--- config.mk ---
export PLATFORM = sky130hd
export DESIGN_NAME = jet_ctrl
export DESIGN_NICKNAME = d
export VERILOG_FILES = /design/src/rtl/jet_pkg.sv /design/src/rtl/jet_ctrl.sv
export VERILOG_INCLUDE_DIRS = /design/src /design/src/rtl
export SDC_FILE = /design/constraint.sdc
export NUM_CORES = 1
export LEC_CHECK = 0
export ABC_AREA = 1
export BUFFER_PORTS_ARGS = -buffer_cell sky130_fd_sc_hd__buf_2
export CORE_MARGIN = 2
export CORE_UTILIZATION = 50
export DETAILED_ROUTE_END_ITERATION = 7
export MAX_ROUTING_LAYER = met4
export PLACE_DENSITY = 0.82
export SLEW_MARGIN = 10
export SYNTH_ARGS = -nofsm -noshare
export SYNTH_HDL_FRONTEND = slang
export SYNTH_SLANG_ARGS = --single-unit
export TNS_END_PERCENT = 10
--- constraint.sdc ---
create_clock -name clk -period 2.2 [get_ports clk]
set_input_delay 0.11 -clock clk [delete_from_list [all_inputs] [get_ports clk]]
set_output_delay 0.11 -clock clk [all_outputs]
set_load 0.02 [all_outputs]
--- src/rtl/assert_macros.svh ---
`ifndef ASSERT_MACROS_SVH
`define ASSERT_MACROS_SVH

// property holds at every edge outside reset
`define JET_ASSERT(lbl, prop, msg) \
  lbl: assert property (@(posedge clk) disable iff (!rst_n) (prop)) else $error(msg);

// precondition at one edge implies the outcome at the next edge
`define JET_ASSERT_NEXT(lbl, pre, post, msg) \
  lbl: assert property (@(posedge clk) disable iff (!rst_n) (pre) |=> (post)) else $error(msg);

`endif

--- src/rtl/jet_pkg.sv ---
`default_nettype none

package jet_pkg;

  localparam int WORD_WIDTH_DEF = 32;
  localparam int FRAC_BITS_DEF  = 28;
  localparam int ITER_W         = 16;
  localparam int CFG_ADDR_W     = 8;

  localparam logic [ITER_W-1:0] ITER_CAP_RESET = 16'd256;

  typedef enum logic [CFG_ADDR_W-1:0] {
    REG_ITER_CAP = 8'd0,
    REG_C_REAL   = 8'd1,
    REG_C_IMAG   = 8'd2
  } cfg_reg_t;

  typedef enum logic [1:0] {
    ST_IDLE,
    ST_MUL,
    ST_UPD,
    ST_FIN
  } state_t;

  // controller to datapath
  typedef struct packed {
    logic load;
    logic mul;
    logic step;
  } cmd_t;

  // datapath to controller
  typedef struct packed {
    logic mag_esc;
    logic rng_esc;
  } sts_t;

endpackage

`default_nettype wire

--- src/rtl/jet_ctrl.sv ---
`default_nettype none
`include "assert_macros.svh"

module jet_ctrl (
  input  logic                         clk,
  input  logic                         rst_n,
  input  logic                         in_tvalid,
  output logic                         in_tready,
  output logic                         out_tvalid,
  input  logic                         out_tready,
  output logic [jet_pkg::ITER_W-1:0]   out_iter,
  output logic                         out_esc,
  input  logic [jet_pkg::ITER_W-1:0]   iter_cap,
  output jet_pkg::cmd_t                cmd,
  input  jet_pkg::sts_t                sts
);

  jet_pkg::state_t state_r, state_nxt;

  logic [jet_pkg::ITER_W-1:0] cnt_r, cnt_nxt;
  logic [jet_pkg::ITER_W-1:0] pend_iter_r, pend_iter_nxt;
  logic                       pend_esc_r, pend_esc_nxt;
  logic [jet_pkg::ITER_W-1:0] out_iter_r, out_iter_nxt;
  logic                       out_esc_r, out_esc_nxt;
  logic                       out_valid_r, out_valid_nxt;
  logic                       fin_wr;

  always_ff @(posedge clk) begin
    if (!rst_n) begin
      state_r     <= jet_pkg::ST_IDLE;
      out_valid_r <= 1'b0;
    end else begin
      state_r     <= state_nxt;
      out_valid_r <= out_valid_nxt;
    end
  end

  always_ff @(posedge clk) begin
    cnt_r       <= cnt_nxt;
    pend_iter_r <= pend_iter_nxt;
    pend_esc_r  <= pend_esc_nxt;
    out_iter_r  <= out_iter_nxt;
    out_esc_r   <= out_esc_nxt;
  end

  always_comb begin
    state_nxt     = state_r;
    cnt_nxt       = cnt_r;
    pend_iter_nxt = pend_iter_r;
    pend_esc_nxt  = pend_esc_r;
    out_iter_nxt  = out_iter_r;
    out_esc_nxt   = out_esc_r;
    out_valid_nxt = out_valid_r && !out_tready;
    cmd           = '0;
    fin_wr        = 1'b0;
    unique case (state_r)
      jet_pkg::ST_IDLE: begin
        if (in_tvalid) begin
          cmd.load = 1'b1;
          cnt_nxt  = '0;
          if (iter_cap == '0) begin
            pend_iter_nxt = '0;
            pend_esc_nxt  = 1'b0;
            state_nxt     = jet_pkg::ST_FIN;
          end else begin
            state_nxt = jet_pkg::ST_MUL;
          end
        end
      end
      jet_pkg::ST_MUL: begin
        cmd.mul   = 1'b1;
        state_nxt = jet_pkg::ST_UPD;
      end
      jet_pkg::ST_UPD: begin
        if ((cnt_r != '0) && sts.mag_esc) begin
          pend_iter_nxt = cnt_r - 1'b1;
          pend_esc_nxt  = 1'b1;
          state_nxt     = jet_pkg::ST_FIN;
        end else if (cnt_r == iter_cap) begin
          pend_iter_nxt = iter_cap;
          pend_esc_nxt  = 1'b0;
          state_nxt     = jet_pkg::ST_FIN;
        end else if (sts.rng_esc) begin
          pend_iter_nxt = cnt_r;
          pend_esc_nxt  = 1'b1;
          state_nxt     = jet_pkg::ST_FIN;
        end else begin
          cmd.step  = 1'b1;
          cnt_nxt   = cnt_r + 1'b1;
          state_nxt = jet_pkg::ST_MUL;
        end
      end
      jet_pkg::ST_FIN: begin
        if (!out_valid_r || out_tready) begin
          fin_wr        = 1'b1;
          out_iter_nxt  = pend_iter_r;
          out_esc_nxt   = pend_esc_r;
          out_valid_nxt = 1'b1;
          state_nxt     = jet_pkg::ST_IDLE;
        end
      end
      default: state_nxt = jet_pkg::ST_IDLE;
    endcase
  end

  assign in_tready  = (state_r == jet_pkg::ST_IDLE);
  assign out_tvalid = out_valid_r;
  assign out_iter   = out_iter_r;
  assign out_esc    = out_esc_r;

  `JET_ASSERT_NEXT(a_load_next, cmd.load, state_r == jet_pkg::ST_MUL || state_r == jet_pkg::ST_FIN, "load not followed by multiply or finish")
  `JET_ASSERT_NEXT(a_mul_next, state_r == jet_pkg::ST_MUL, state_r == jet_pkg::ST_UPD, "multiply not followed by update")
  `JET_ASSERT(a_cnt_range, (state_r == jet_pkg::ST_MUL || state_r == jet_pkg::ST_UPD) |-> (cnt_r <= iter_cap), "iteration count beyond limit")
  `JET_ASSERT(a_esc_below, (fin_wr && pend_esc_r) |-> (pend_iter_r < iter_cap), "escape index not below limit")

endmodule

`default_nettype wire

==> results of run 1 <==
==> synth_stat cells (all sizes together) <==
cell type / instances / share of area [%]
clkbuf: 2 / 0.24
nand3b: 1 / 0.64
nand4: 9 / 1.8
inv: 52 / 6.4
nor2: 46 / 6.8
buf: 12 / 2.7
dfxtp: 3 / 1.9
edfxtp: 50 / 48
xor2: 12 / 3.4
nor4: 1 / 0.20
o21ai: 13 / 2.1
ha: 2 / 0.80
nor3: 12 / 2.5
a21oi: 32 / 5.3
nand3: 11 / 1.9
nand2: 117 / 15
==> state kept, by name, indices dropped and copies added, names as in the netlist <==
name         cells
cnt_r           16
out_esc          1
out_iter        16
out_tvalid       1
pend_esc_r       1
pend_iter_r     16
state_r          2
==> cell type report <==
type | count | area share, %
Clock buffer | 6 | 1.996
Clock inverter | 2 | 0.4129
Inverter | 52 | 5.437
Multi-Input combinational cell | 256 | 35.00
Sequential cell | 53 | 42.95
Tap cell | 75 | 2.581
Timing Repair Buffer | 69 | 11.63
==> power by group through the flow <==
| stage | logic, mW | clock network, mW | registers, mW |
|---|---|---|---|
| 5_1_grt | 0.502 | 0.609 | 1.24 |
| 2_1_floorplan | 0.295 | 0 | 1.24 |
| 6_report | 0.451 | 0.560 | 1.23 |
| 3_3_place_gp | 0.398 | 0 | 1.26 |
| 3_5_place_dp | 0.408 | 0 | 1.26 |
| 4_1_cts | 0.411 | 0.565 | 1.24 |
==> repair_timing <==
item | 4_1_cts | 5_1_grt
setup endpoints to repair | 0 | 34
setup buffers | 0 | 10
resized for setup | 0 | 2
==> logic make-up (layout without fill, tap and decap cells) <==
family	count (synthesis)	count (layout)	share of synthesized area (%)
compound gates	45	45	7.364
buf+inv	66	129	9.296
xor+xnor	12	12	3.380
flops	53	53	50.22
fa+ha+maj	2	2	0.8047
simple gates	197	197	28.93
==> routing by layer <==
| metal | share of wire [%] | track usage, % | vias to the layer above |
|---|---|---|---|
| met3 | 7.8 | 3.976 | 20 |
| li1 | - | - | 1335 |
| met2 | 49 | 33.65 | 121 |
| met5 | 0 | - | - |
| met4 | 2.5 | 8.346 | 0 |
| met1 | 41 | 25.99 | 1245 |
==> how the worst max path moves through the flow <==
stage	end	depth (start not counted)	from	slack, ps
after floorplan	cnt_r[0]	8	cnt_r[0]	180
final	cmd[0]	8	cnt_r[8]	110
after detailed placement	cnt_r[0]	8	cnt_r[0]	100
after CTS	cnt_r[0]	8	cnt_r[0]	70
after global placement	cnt_r[0]	8	cnt_r[0]	160
after global routing	cmd[0]	9	cnt_r[0]	-5
==> worst max-delay path, delay by kind of cell (launching register included) <==
| kind | cells | cell delay (ps) |
|---|---|---|
| flops | 1 | 500 |
| simple gates | 5 | 680 |
| buf+inv | 3 | 480 |
==> qor.yml, run 1 <==
power_and_ir_drop:
  power_density_nw_per_um2: 617.6
  switching_power_mw: 0.6729
  seq_power_share_pct: 55.0
  internal-power_mw: 1.573
  finalPower_mw: 2.246
  vdd_drop_max_mv: 0.3378
  combPwrFrac_pct: 20.1
  total_leakage_power_nw: 1.618
  power_frac_clock_pct: 25.0
  switching_share_pct: 29.97
final_layout:
  areaGrowthSynthToFinish_pct: 16.94
  fillCellCount: 519
  layout_commonest_cell: "nand2_1"
  layout_common_cells: "111 x nand2_1, 50 x edfxtp_1, 44 x inv_1"
  antennaDiodeCount: 0
  multi_input_area_sq_um: 1272
  layout-drive-gt1-share_pct: 23.97
  ff_latch_area_sq_um: 1562
  stdcell_area_sq_um: 3636
  fin_cells: 513
  layout.nets: 461
  final_util_pct: 61.05
cts:
  clkSinkCount: 53
  cts_tree: "built"
  path_clk_slew_ps: 110
  clock-root-buffer: "clkbuf_8"
  numCtsBuffers: 5
  cts_max_level: 2
  insertion_delay_ps: 310
  clock_path_buffers: 2
  hold_buffers: 0
routing:
  routedWlPerCell_um: 13.35
  vias: 2721
  first_pass_iters: 5
  drt_iter0_drc: 296
  drtAntennaViolNets: 0
  drc: 0
  viasPerCell: 5.304
  wl_mm: 6.850
global_route:
  antenna_found_initial: 0
  first_global_vias: 2540
  grt_util_all_layers_pct: 20.85
  grt_first_pass_wirelength_mm: 11.45
  grt_max_degree: 19
  grt-ovfl-total: 0
timing:
  final-setup-viol-count: 0
  timing.final.crit_period_ps: 2086
  worstMarginPinSlew_ps: 555.2
  fin_crit_sh_pct: 94.80
  hold_viol: 0
  hold_ws_ps: 53.03
  timing.final.max_slew_violations: 0
  slew_headroom_pct: 62.85
  setup_slack_ps: 114.5
  fin_skew_ps: 15.52
  fmax_mhz: 479.5
  tns_ps: 0
floorplanning:
  initial_utilization_pct: 52.21
  row_count: 28
  dieArea_sq_um: 6865
  core_area_sq_um: 5956
  die_y_um: 82.86
  ios: 44
  die_w_um: 82.86
worst_setup_path:
  critPathLaunchType: "flip-flop"
  crit_fanout: 5
  reg2regPathDepth: 7
  critPathSlowestCell: "edfxtp_1"
  path_class: "reg -> out"
  crit_chain: "buf_4 > nor2_1 > nand2_1 > nand3b_4 > nand2_8 > nand4_1 > inv_1 > buf_2"
  critPathCaptureType: "output port"
  slowest_delay_ps: 500
  r2r_end: "cnt_r[1]"
  cp.arrival_ps: 1980
  worstReg2RegStart: "cnt_r[8]"
  rrSetupSlack_ps: 170
  crit_required_ps: 2090
synth:
  syn_inst: 375
  seq_area_frac_synth_pct: 50.22
  ys_ff_latch: 53
  synthesis.nets: 399
  ys_warn_count: 0
  synth_area_sq_um: 3109
  ys_types: 31
  syn_avg_cell_area_sq_um: 8.291
worst_hold_path:
  hp-class: "in -> reg"
  min_from: "rst_n"
  hold_depth: 3
  whs_endpoint: "state_r[1]"
placement:
  hpwl_mm: 5.020
  gp_congestion: 0.9144
  placement.cell_area_sq_um: 3463
  io_buffers: 43
  dp_cells: 495
  dp_slack_ps: 95.16
status:
  status: "completed"
run:
  max_cap_violations: 0
Power figures use the tool's default switching activity.
==> run 2: changes to the inputs <==
- CTS_CLUSTER_DIAMETER: not set -> 80
- REMOVE_ABC_BUFFERS: not set -> 1
==> run 2 against run 1 <==
  * Sequential power about the same
  * Largest cell class unchanged
  * Clock skew grew 1.1 ps
  * Non-clock buffer count is 11 lower
  * Critical endpoint unchanged
  * Die area did not move
  * Hold slack got worse by 7.1 ps
  * Critical path depth did not move
  * Highest routed layer unchanged
  * Register-to-register slack improved by 20 ps
  * Routed wire length shrank 4.0%
  * Maximum frequency increased by 3.4%
  * Count of clock-buffer cells in the layout unchanged
  * Largest power group unchanged
  * Via count fell by 3.2%
==> qor.yml, run 2 (synthesized netlist as in run 1, its figures left out) <==
final_layout:
  layout.nets: 450
  areaGrowthSynthToFinish_pct: 14.25
  fillCellCount: 522
  layout-drive-gt1-share_pct: 21.55
  layout_commonest_cell: "nand2_1"
  antennaDiodeCount: 0
  layout_common_cells: "111 x nand2_1, 50 x edfxtp_1, 44 x inv_1"
  final_util_pct: 59.64
  multi_input_area_sq_um: 1259
  ff_latch_area_sq_um: 1562
routing:
  routedWlPerCell_um: 13.09
  vias: 2635
  first_pass_iters: 5
  drc: 0
  wl_mm: 6.573
  drt_iter0_drc: 163
  drtAntennaViolNets: 0
  viasPerCell: 5.249
worst_setup_path:
  critPathLaunchType: "flip-flop"
  cp.arrival_ps: 1910
  critPathCaptureType: "output port"
  reg2regPathDepth: 8
  slowest_delay_ps: 550
  rrSetupSlack_ps: 190
  crit_required_ps: 2090
  crit_chain: "nor2_2 > nand2_2 > nor2_4 > nand3b_4 > nand2_8 > nand4_1 > inv_1 > buf_2"
  crit_fanout: 9
  r2r_end: "cnt_r[0]"
  worstReg2RegStart: "cnt_r[2]"
  path_delay_family: "simple AND/OR/NAND/NOR gates"
  critPathSlowestCell: "edfxtp_1"
  path_class: "reg -> out"
  path_buf_inv: 2
worst_hold_path:
  min_from: "rst_n"
  whs_endpoint: "state_r[0]"
  hold_depth: 3
  hp-class: "in -> reg"
global_route:
  grt_first_pass_wirelength_mm: 11.12
  grt_util_all_layers_pct: 20.33
  first_global_vias: 2594
  grt_max_degree: 19
  grt-ovfl-total: 0
  antenna_found_initial: 0
cts:
  postCtsSetupBuffers: 0
  path_clk_slew_ps: 110
  clock_path_buffers: 2
  clock-root-buffer: "clkbuf_8"
  cts_max_level: 2
  insertion_delay_ps: 320
  hold_buffers: 0
  cts_tree: "built"
  numCtsBuffers: 5
  clkSinkCount: 53
  ctsResizeCount: 0
floorplanning:
  ios: 44
  dieArea_sq_um: 6865
  die_y_um: 82.86
  row_count: 28
  core_area_sq_um: 5956
  initial_utilization_pct: 52.21
  die_w_um: 82.86
timing:
  slew_headroom_pct: 75.52
  setup_slack_ps: 182.4
  timing.final.max_slew_violations: 0
  timing.final.crit_period_ps: 2018
  final-setup-viol-count: 0
  fin_skew_ps: 16.58
  worstMarginPinSlew_ps: 364.4
  hold_viol: 0
  rsz0062_at_grt: "false"
  fmax_mhz: 495.6
  fin_crit_sh_pct: 91.71
power_and_ir_drop:
  vdd_drop_max_mv: 0.2656
  power_density_nw_per_um2: 623.0
  total_leakage_power_nw: 1.567
  finalPower_mw: 2.213
status:
  status: "completed"
run:
  max_cap_violations: 0
placement:
  io_buffers: 43
  gp_congestion: 0.9447
  dp_slack_ps: 189.6
  hpwl_mm: 4.957
## run 2: cell type report
cell class | count | share of cell area (%)
Inverter | 52 | 5.565
Multi-Input combinational cell | 256 | 35.44
Tap cell | 75 | 2.642
Clock inverter | 2 | 0.4227
Timing Repair Buffer | 58 | 9.933
Sequential cell | 53 | 43.96
Clock buffer | 6 | 2.043
## run 2: worst max path at each step
stage	startpoint	to	slack (ps)	cells after the start
detailed placement	cnt_r[11]	pend_iter_r[0]	190	11
global placement	cnt_r[0]	cnt_r[0]	270	9
floorplan	state_r[1]	cnt_r[0]	-270	3
CTS	cnt_r[11]	cmd[0]	120	10
global route	cnt_r[0]	cnt_r[10]	50	9
finish	cnt_r[2]	cmd[0]	180	8
## run 2: through the flow
step                      cells  cell area [sq um]  TNS [ps]  hold WS, ps
final                       502               3552         0        45.88
after CTS                   499               3530         0        46.41
after global placement      491               3442         0        371.5
after global routing        502               3552         0        86.25
after detailed placement    491               3442         0        380.2
after floorplan             361               3018     -4258        261.3
## run 2: power breakdown
group	total (mW)	internal [mW]	leakage, nW	switching (mW)
clock network	0.554	0.225	0.0374	0.329
registers	1.24	1.18	0.493	0.0573
logic	0.419	0.147	1.04	0.271
## run 2: worst register-to-register path: stages, from the launching register on
cell and delay (ps):
edfxtp_1 550, nor2_2 200, nand2_2 120, nor2_4 160
nand3b_4 110, nand2_8 70, nand4_1 140, o21ai_1 180
buf_12 190
## run 2: routing by layer
metal	up-vias	track usage, %	share of wire [%]
li1	1305	-	-
met1	1185	24.32	42
met2	124	34.53	48
met3	21	3.082	6.4
met4	0	8.197	3.1
met5	-	-	0
